===== src/design/md4f_pkg.sv =====
// Shared types, constants and helper functions for the MD4 fold one-way step.
// Used by md4f_round, md4f_fold and the top level md4_fold_one_way_step.
package md4f_pkg;

  localparam int unsigned KeyWidth  = 64;
  localparam int unsigned NumSteps  = 48;
  localparam int unsigned StepWidth = 6;
  localparam logic [31:0] MsgBits   = 32'd64;

  localparam logic [3:0][31:0] InitState = {
    32'h10325476, 32'h98BADCFE, 32'hEFCDAB89, 32'h67452301
  };

  localparam logic [3:0] WordOrder [NumSteps] = '{
    4'd0, 4'd1, 4'd2, 4'd3, 4'd4, 4'd5, 4'd6, 4'd7,
    4'd8, 4'd9, 4'd10, 4'd11, 4'd12, 4'd13, 4'd14, 4'd15,
    4'd0, 4'd4, 4'd8, 4'd12, 4'd1, 4'd5, 4'd9, 4'd13,
    4'd2, 4'd6, 4'd10, 4'd14, 4'd3, 4'd7, 4'd11, 4'd15,
    4'd0, 4'd8, 4'd4, 4'd12, 4'd2, 4'd10, 4'd6, 4'd14,
    4'd1, 4'd9, 4'd5, 4'd13, 4'd3, 4'd11, 4'd7, 4'd15
  };

  typedef struct packed {
    logic [KeyWidth-1:0] key;
    logic [3:0][31:0]    st;
  } md4f_data_t;

  function automatic logic [31:0] msg_word(logic [KeyWidth-1:0] key, logic [3:0] idx);
    logic [31:0] w;
    case (idx)
      4'd0:    w = key[31:0];
      4'd1:    w = key[63:32];
      4'd2:    w = 32'h00000080;
      4'd14:   w = MsgBits;
      default: w = 32'h0;
    endcase
    return w;
  endfunction

  function automatic logic [4:0] rot_amount(logic [1:0] rnd, logic [1:0] pos);
    logic [4:0] s;
    case (rnd)
      2'd0: begin
        case (pos)
          2'd0:    s = 5'd3;
          2'd1:    s = 5'd7;
          2'd2:    s = 5'd11;
          default: s = 5'd19;
        endcase
      end
      2'd1: begin
        case (pos)
          2'd0:    s = 5'd3;
          2'd1:    s = 5'd5;
          2'd2:    s = 5'd9;
          default: s = 5'd13;
        endcase
      end
      default: begin
        case (pos)
          2'd0:    s = 5'd3;
          2'd1:    s = 5'd9;
          2'd2:    s = 5'd11;
          default: s = 5'd15;
        endcase
      end
    endcase
    return s;
  endfunction

  function automatic logic [31:0] round_add(logic [1:0] rnd);
    logic [31:0] k;
    case (rnd)
      2'd0:    k = 32'h00000000;
      2'd1:    k = 32'h5A827999;
      default: k = 32'h6ED9EBA1;
    endcase
    return k;
  endfunction

  function automatic logic [31:0] mix(logic [1:0] rnd, logic [31:0] x, logic [31:0] y,
                                      logic [31:0] z);
    logic [31:0] f;
    case (rnd)
      2'd0:    f = (x & y) | (~x & z);
      2'd1:    f = (x & y) | (x & z) | (y & z);
      default: f = x ^ y ^ z;
    endcase
    return f;
  endfunction

  function automatic logic [31:0] rotl32(logic [31:0] v, logic [4:0] s);
    logic [63:0] dbl;
    dbl = {v, v} << s;
    return dbl[63:32];
  endfunction

endpackage


===== src/design/md4f_fold.sv =====
// Final feed-forward add of the initial state, fold to 64 bits, and output register.
// Depends on md4f_pkg for the state type and initial state constant.
module md4f_fold (
  input  logic                                clk_i,
  input  logic                                rst_ni,
  input  logic                                valid_i,
  output logic                                ready_o,
  input  md4f_pkg::md4f_data_t                data_i,
  output logic                                valid_o,
  input  logic                                stall_i,
  output logic [md4f_pkg::KeyWidth-1:0]       key_o
);

  logic                          valid_q;
  logic [md4f_pkg::KeyWidth-1:0] key_q, key_d;
  logic [3:0][31:0]              fin;

  assign ready_o = ~valid_q | ~stall_i;
  assign valid_o = valid_q;
  assign key_o   = key_q;

  always_comb begin
    for (int i = 0; i < 4; i++) begin
      fin[i] = data_i.st[i] + md4f_pkg::InitState[i];
    end
    key_d = {fin[1] ^ fin[3], fin[0] ^ fin[2]};
  end

  always_ff @(posedge clk_i or negedge rst_ni) begin
    if (!rst_ni) begin
      valid_q <= 1'b0;
    end else if (ready_o) begin
      valid_q <= valid_i;
    end
  end

  always_ff @(posedge clk_i) begin
    if (ready_o && valid_i) begin
      key_q <= key_d;
    end
  end

endmodule


===== config.mk =====
export PLATFORM = sky130hd
export DESIGN_NAME = md4f_fold
export DESIGN_NICKNAME = d
export VERILOG_FILES = /design/src/design/md4f_pkg.sv /design/src/design/md4f_fold.sv
export SDC_FILE = /design/constraint.sdc
export NUM_CORES = 1
export LEC_CHECK = 0
export ABC_AREA = 1
export BUFFER_PORTS_ARGS = -buffer_cell sky130_fd_sc_hd__buf_2
export CORE_UTILIZATION = 53
export DETAILED_ROUTE_END_ITERATION = 6
export GPL_TIMING_DRIVEN = 0
export PLACE_DENSITY = 0.92
export RECOVER_POWER = 50
export SLEW_MARGIN = 20
export SYNTH_ARGS = -nofsm -noshare
export SYNTH_HDL_FRONTEND = slang
export SYNTH_SLANG_ARGS = --single-unit

===== constraint.sdc =====
create_clock -name clk_i -period 4.8 [get_ports clk_i]
set_clock_uncertainty 0.05 [all_clocks]
set_input_delay 0.48 -clock clk_i [delete_from_list [all_inputs] [get_ports clk_i]]
set_output_delay 0.48 -clock clk_i [all_outputs]
set_load 0.01 [all_outputs]

**Word-level counts from Yosys, hierarchy flattened**

Index checks and enable logic that the tools add are counted.

- Add/subtract/negate cells: 4
- Reductions and logical operators: 1
- Bitwise gates (word level): 5

Operators by type and width:

| kind | number |
|---|---|
| $add A32 B32 Y32 const B | 2 |
| $xor A32 B32 Y32 | 2 |
| $add A32 B29 Y32 const B | 1 |
| $add A32 B31 Y32 const B | 1 |
| $not A1 Y1 | 2 |
| $logic_and A1 B1 Y1 | 1 |
| $or A1 B1 Y1 | 1 |

- Register bits: 65
- Output and inout port bits: 66
- Input bits: 196
- Logic and storage cells: 12

**Longest topological paths before layout**

Gate-level depths: netlist (run 1).

- Depth after elaboration: 3
- Gate-level depth with buffers: 14
- Mapped depth without buffers: 14

**Worst setup path before layout (run 1)**

Ideal clock, no wire load.

- Path type: in2reg
- Start point: input valid_i
- End point: register key_q (netlist bit key_o[0]), enable pin
- Library setup time: 0.507 ns
- Path buffers: 0
- Setup slack: 0.614 ns
- Stages on the path: 2
- Data required time: 4.243 ns
- Arrival time: 3.629 ns
- Path through: inv_1 > a21oi_1

- Word-level cells in the longest chain between the ends: 1

RTL lines:

| item | line | text |
|---|---|---|
| start: declaration | md4f_fold.sv:6 | `input logic valid_i,` |
| $logic_and A1 B1 Y1 | md4f_fold.sv:38 | `if (ready_o && valid_i) begin` |
| end signal: assignment | md4f_fold.sv:39 | `key_q <= key_d;` |
| end: declaration | md4f_fold.sv:15 | `logic [md4f_pkg::KeyWidth-1:0] key_q, key_d;` |

Every way passes these cells.
A chain may end at the register's enable or synchronous reset.

**Worst setup path after layout (run 1)**

- Start point: register valid_q, in the netlist valid_o
- End point: register key_q (netlist bit key_o[0]), enable pin

- Word-level cells in the longest chain between the ends: 3

RTL lines:

| item | line | text |
|---|---|---|
| start: declaration | md4f_fold.sv:14 | `logic valid_q;` |
| start signal: assignment | md4f_fold.sv:33 | `valid_q <= valid_i;` |
| $not A1 Y1 | md4f_fold.sv:18 | `assign ready_o = ~valid_q \| ~stall_i;` |
| $or A1 B1 Y1 | md4f_fold.sv:18 |  |
| $logic_and A1 B1 Y1 | md4f_fold.sv:38 |  |

Every way passes these cells.

==> results of run 1 <==
-- state kept, by name (all words and copies together) (netlist names) --
name     cells
valid_o      1
key_o       64
-- logic make-up after synthesis --
kind of cell | after synthesis | share of synthesized area
buffers and inverters | 238 | 0.115
XOR/XNOR | 109 | 0.122
AO/OA/AOI/OAI | 69 | 0.0491
AND/OR/NAND/NOR | 851 | 0.458
adder cells (fa/ha/maj) | 4 | 0.00640
flip-flops | 65 | 0.249
-- layout by cell type (no fill, tap or decap), types with 5 or more instances in the layout --
| master | netlist | routed |
|---|---|---|
| xor2_1 | 61 | 61 |
| nor2_2 | 16 | 15 |
| clkbuf_16 | 0 | 9 |
| clkbuf_1 | 1 | 70 |
| xnor2_1 | 48 | 48 |
| nor2_1 | 161 | 162 |
| o21ai_0 | 21 | 21 |
| nand2_2 | 8 | 8 |
| o21bai_1 | 5 | 5 |
| nand3_1 | 118 | 118 |
| o21ai_1 | 6 | 6 |
| buf_2 | 3 | 127 |
| nor3_1 | 14 | 14 |
| nand3b_1 | 15 | 15 |
| nand4_1 | 23 | 23 |
| nand2_1 | 480 | 480 |
| edfxtp_1 | 64 | 64 |
| a21oi_1 | 27 | 27 |
| inv_1 | 229 | 229 |
-- power by group through the flow --
stage / Sequential (mW) / Combinational, mW / Clock (mW)
5_1_grt: 0.725 / 0.757 / 0.743
3_5_place_dp: 0.729 / 0.682 / 0
6_report: 0.720 / 0.680 / 0.711
4_1_cts: 0.718 / 0.685 / 0.719
2_1_floorplan: 0.761 / 0.383 / 0
3_3_place_gp: 0.733 / 0.650 / 0
-- per-stage QoR --
stage	instances	setup slack (ns)
after detailed placement	1715	2.45
after global placement	1712	-1.07
after CTS	1732	2.81
after floorplan	1336	0.614
final	1732	1.95
after global routing	1732	1.72
-- timing repair --
| action | 4_1_cts | 5_1_grt |
|---|---|---|
| hold endpoints to repair | 1 | 0 |
| hold buffers | 1 | 0 |
| setup buffers | 0 | 0 |
-- worst max-delay path, delay by kind of cell, from the launching register on --
family	cells	cell delay, ns
AO/OA/AOI/OAI	1	1.51
buffers and inverters	3	0.60
flip-flops	1	0.39
-- final timing paths --
check | start | end | cells after the start
min reg2reg | valid_o | valid_o | 2
min in group asynchronous | rst_ni | valid_o | 2
max reg2reg | valid_o | key_o[0] | 4
max in group asynchronous | rst_ni | valid_o | 2
min | valid_i | valid_o | 3
max | valid_o | key_o[0] | 4
-- cell type report --
| type | instances | area [um^2] |
|---|---|---|
| clock buffer | 12 | 256 |
| sequential | 65 | 1950 |
| fill | 1405 | 5150 |
| buffer | 5 | 26.3 |
| inverter | 233 | 876 |
| clock inverter | 4 | 51.3 |
| timing repair buffer | 196 | 968 |
| tap | 184 | 230 |
| multi-input combinational | 1033 | 4970 |
-- per-layer routing --
layer | global-route usage | vias up | part of all wire | routed length [um]
met2 | 0.546 | 458 | 0.44 | 11300
met3 | 0.0849 | 77 | 0.11 | 2780
met4 | 0.143 | 0 | 0.035 | 881
met1 | 0.438 | 4036 | 0.41 | 10500
met5 | 0 | - | 0 | 0
li1 | - | 4553 | - | -
==> impl_metrics.json, run 1 <==
{
  "status": "finished, violations left",
  "violations": "max-capacitance violations, max-slew violations",
  "final_core_util": 0.644,
  "finalHoldViolations": 0,
  "cts_inserted_buffers": 9,
  "place.gp.congestion": 1.05,
  "p_sw_frac": 0.349,
  "period_share": 0.595,
  "syn-cell-area_mm2": 0.00782,
  "port_buffers": 192,
  "final_cell_area_mm2": 0.00933,
  "fin_nets": 1743,
  "holdWs_ns": 0.299,
  "setup_viol": 0,
  "synth.top_cell.area_share": 0.246,
  "viasPerCell": 5.27,
  "combinationalPowerShare": 0.322,
  "crit_fanout": 18,
  "critPathLaunchType": "register",
  "synth_nets": 1536,
  "synth_ff_type": "edfxtp_1",
  "end_kind": "register",
  "yosysSeqAreaShare": 0.249,
  "fp.dieW_um": 124,
  "placementRows": 44,
  "grt_pass1_wl_um": 39500,
  "fmax_mhz": 350,
  "post-route-drc-count": 0,
  "crit_top_cell": "buf_16",
  "p_clk_frac": 0.337,
  "dieArea_mm2": 0.0153,
  "routedWlPerCell_um": 14.7,
  "core_area_mm2": 0.0145,
  "ys_warn_count": 0,
  "diodes": 0,
  "crit_path_top_delay_cell": "a21oi_1",
  "place_area_mm2": 0.00911,
  "cts.sinks": 65,
  "grt_setup_unrepaired": "no",
  "die_y_um": 124,
  "io_pins": 262,
  "path_class": "reg2reg",
  "ys_top_cells_by_count": "nand2_1, inv_1, nor2_1",
  "finalCriticalPeriod_ns": 2.85,
  "gr-total-overflow": 0,
  "grtUsageTotal": 0.342,
  "max_cap_violations": 1,
  "min_path_type": "in2reg",
  "synth.distinct_cells": 38,
  "start_util": 0.540,
  "synth-seq-cells": 65,
  "antenna_found_initial": 0,
  "fin_setup_tns_ns": 0,
  "r2r_slack_ns": 1.95,
  "p_per_area_mw_per_mm2": 226,
  "max-clock-path-buffers": 2,
  "worstMarginPinSlew_ns": 1.98,
  "cp_cell_sequence": "a21oi_1 > buf_16 > buf_16 > buf_16",
  "yosys.cell_count.top_type": "nand2_1",
  "drtIter0Drc": 774,
  "clk_pin_slew_worst_paths_ns": 0.06,
  "drive_gt1_frac": 0.118,
  "cts_tree": "built",
  "p_total_mw": 2.11,
  "routed_wl_um": 25400,
  "drtPass1Iterations": 5,
  "grt_pass1_vias": 8313,
  "grt_max_degree": 19,
  "p_int_mw": 1.37,
  "p_seq_frac": 0.341,
  "leakagePower_nw": 4.95,
  "routed-via-count": 9124,
  "postSynthAreaPerCell_um2": 5.86,
  "cp.required_ns": 4.80,
  "yosysTopAreaCell": "edfxtp_1",
  "cp_slowest_stage_delay_ns": 1.51,
  "dp_hpwl_um": 21500,
  "cts_root_buffer": "clkbuf_16",
  "cts_max_level": 3,
  "ir_drop_mv": 0.153,
  "synth_area_leaders": "edfxtp_1, nand2_1, inv_1",
  "syn2layout_area_growth_pct": 19.2,
  "clk_latency_ns": 0.34,
  "ant_nets": 0,
  "slew_headroom": -0.320,
  "syn_inst": 1336,
  "synth_edf_count": 64,
  "slew_viol_final": 18,
  "net-switching-power_mw": 0.737,
  "cts_resized": 0,
  "async_flop_share": 0.0154,
  "cp.arrival_ns": 2.86
}
No activity file was read; power rests on OpenSTA's default activity.
==> run 2: changes to the inputs <==
==> constraint.sdc (replaced) <==
create_clock -name clk_i -period 2.8 [get_ports clk_i]
set_clock_uncertainty 0.05 [all_clocks]
set_input_delay 0.28 -clock clk_i [delete_from_list [all_inputs] [get_ports clk_i]]
set_output_delay 0.28 -clock clk_i [all_outputs]
set_load 0.01 [all_outputs]
==> run 2 against run 1 <==
  * The run now ends clean
  * Setup slack got worse by 1.2 ns
  * Via count about the same
  * Die area unchanged
  * Critical path type is now in2reg
  * Clock-buffer cell count is 1 lower
  * Register-to-register slack worse by 0.88 ns
  * Non-clock buffer count stayed put
  * Sequential share of layout area is essentially flat
==> impl_metrics.json, run 2 (synthesized netlist as in run 1, its figures left out) <==
{
  "fp.dieW_um": 124,
  "drtIter0Drc": 963,
  "place.gp.congestion": 1.04,
  "setup_viol": 0,
  "crit-reg2reg-launch": "valid_o",
  "hold_depth": 3,
  "largest_reg_flops": 64,
  "ir_drop_mv": 0.287,
  "dieArea_mm2": 0.0153,
  "die_y_um": 124,
  "period_share": 0.738,
  "grt_use_met1": 0.438,
  "critPathLaunchType": "input port",
  "routed-via-count": 9117,
  "use_met3": 0.0729,
  "worstMarginPinSlew_ns": 0.601,
  "routed_wl_um": 25500,
  "cts_resized": 0,
  "ant_nets": 0,
  "antenna_found_initial": 0,
  "max-clock-path-buffers": 2,
  "r2r_slack_ns": 1.07,
  "clk_pin_slew_worst_paths_ns": 0.06,
  "io_pins": 262,
  "viasPerCell": 5.26,
  "path_class": "in2reg",
  "end_kind": "register",
  "stdcell_count": 1732,
  "cts_max_level": 3,
  "start_util": 0.540,
  "diodes": 0,
  "p_per_area_mw_per_mm2": 383,
  "final_cell_mix": "nand2_1, inv_1, nor2_1",
  "cts_root_buffer": "clkbuf_16",
  "cts_tree": "built",
  "holdWs_ns": 0.127,
  "port_buffers": 192,
  "core_area_mm2": 0.0145,
  "drive_gt1_frac": 0.116,
  "hold_path.startpoint": "valid_i",
  "post-route-drc-count": 0,
  "slew_headroom": 0.598,
  "drtPass1Iterations": 6,
  "placementRows": 44,
  "crit_fanout": 7,
  "fin_nets": 1743,
  "r2r_end": "key_o[1]",
  "grtUsageTotal": 0.336,
  "dpl.cell_count": 1715,
  "status": "complete, no violations",
  "grt_pass1_vias": 8047,
  "final_core_util": 0.643,
  "min_path_type": "in2reg",
  "gr-total-overflow": 0,
  "finalCriticalPeriod_ns": 2.07,
  "multiInputGateArea_mm2": 0.00498,
  "cts.sinks": 65,
  "post-cts-setup-buffer-count": 0,
  "routedWlPerCell_um": 14.7,
  "regArea_mm2": 0.00195,
  "pre_cts_ws_ns": 0.728,
  "cp.required_ns": 2.85,
  "clk_latency_ns": 0.34,
  "cts_inserted_buffers": 9,
  "hold_end": "valid_o",
  "gr-usage-met2": 0.542,
  "cp.arrival_ns": 2.12,
  "grt_setup_unrepaired": "no",
  "setup_ws_ns": 0.735,
  "syn2layout_area_growth_pct": 19.0,
  "p_total_mw": 3.57,
  "fill_cells": 1412,
  "grt_pass1_wl_um": 38600,
  "max_cap_violations": 0,
  "finalHoldViolations": 0,
  "fmax_mhz": 484,
  "mostFrequentLayoutCell": "nand2_1",
  "grt_max_degree": 24,
  "reg2reg_depth": 3,
  "dp_hpwl_um": 21300,
  "slew_viol_final": 0,
  "leakagePower_nw": 4.93,
  "busiest_layer": "met2"
}
==> run 2: cell count changes in the layout (fill, tap and decap cells not counted), sizes merged <==
| cell | delta |
|---|---|
| buf | -2 |
| clkinv | +2 |
| clkbuf | +1 |
| inv | -1 |
==> run 2: through the flow <==
stage          setup TNS [ns]  area (um^2)
2_1_floorplan               0         7830
3_3_place_gp           -56.81         9020
3_5_place_dp                0         9110
4_1_cts                     0         9410
5_1_grt                     0         9310
6_report                    0         9310
==> run 2: where the power goes <==
| part | switching, mW | leakage [nW] | internal (mW) |
|---|---|---|---|
| Clock | 0.479 | 0.139 | 0.689 |
| Combinational | 0.759 | 4.17 | 0.409 |
| Sequential | 0.0288 | 0.621 | 1.21 |
| Total | 1.27 | 4.93 | 2.30 |
==> run 2: worst max path at each step <==
stage | from | to | slack [ns] | cells past startpoint
detailed placement | data_i[97] | key_o[61] | 0.73 | 13
finish | data_i[97] | key_o[61] | 0.73 | 13
CTS | valid_o | key_o[2] | 1.04 | 3
global route | data_i[97] | key_o[61] | 0.58 | 13
floorplan | valid_o | key_o[0] | 0.11 | 1
global placement | stall_i | key_o[0] | -0.89 | 2
==> run 2: cell type report <==
| type | count | area share |
|---|---|---|
| Buffer | 5 | 0.00282 |
| Clock inverter | 5 | 0.00605 |
| Sequential cell | 65 | 0.209 |
| Tap cell | 184 | 0.0247 |
| Clock buffer | 11 | 0.0250 |
| Timing Repair Buffer | 196 | 0.104 |
| Inverter | 233 | 0.0940 |
| Multi-Input combinational cell | 1033 | 0.535 |
==> run 2: repair_timing <==
action / in CTS / in global routing
setup endpoints to repair: 0 / 0
endpoints found under the hold margin: 1 / 0
hold buffers: 1 / 0
==> run 2: per-layer routing <==
metal / wire (um) / up-vias
met5: 0 / -
met3: 2820 / 80
met1: 10500 / 3969
li1: - / 4567
met2: 11300 / 501
met4: 845 / 0
==> run 2: critical path, cell delays in order <==
cell      delay [ns]
clkbuf_1        0.19
inv_1           0.08
ha_1            0.22
inv_1           0.06
nand2_1         0.06
nand3_1         0.34
nand2_1         0.22
o21ai_2         0.22
nand2_1         0.13
nand3_1         0.14
nand2_1         0.08
nand2_1         0.06
nand2_1         0.04
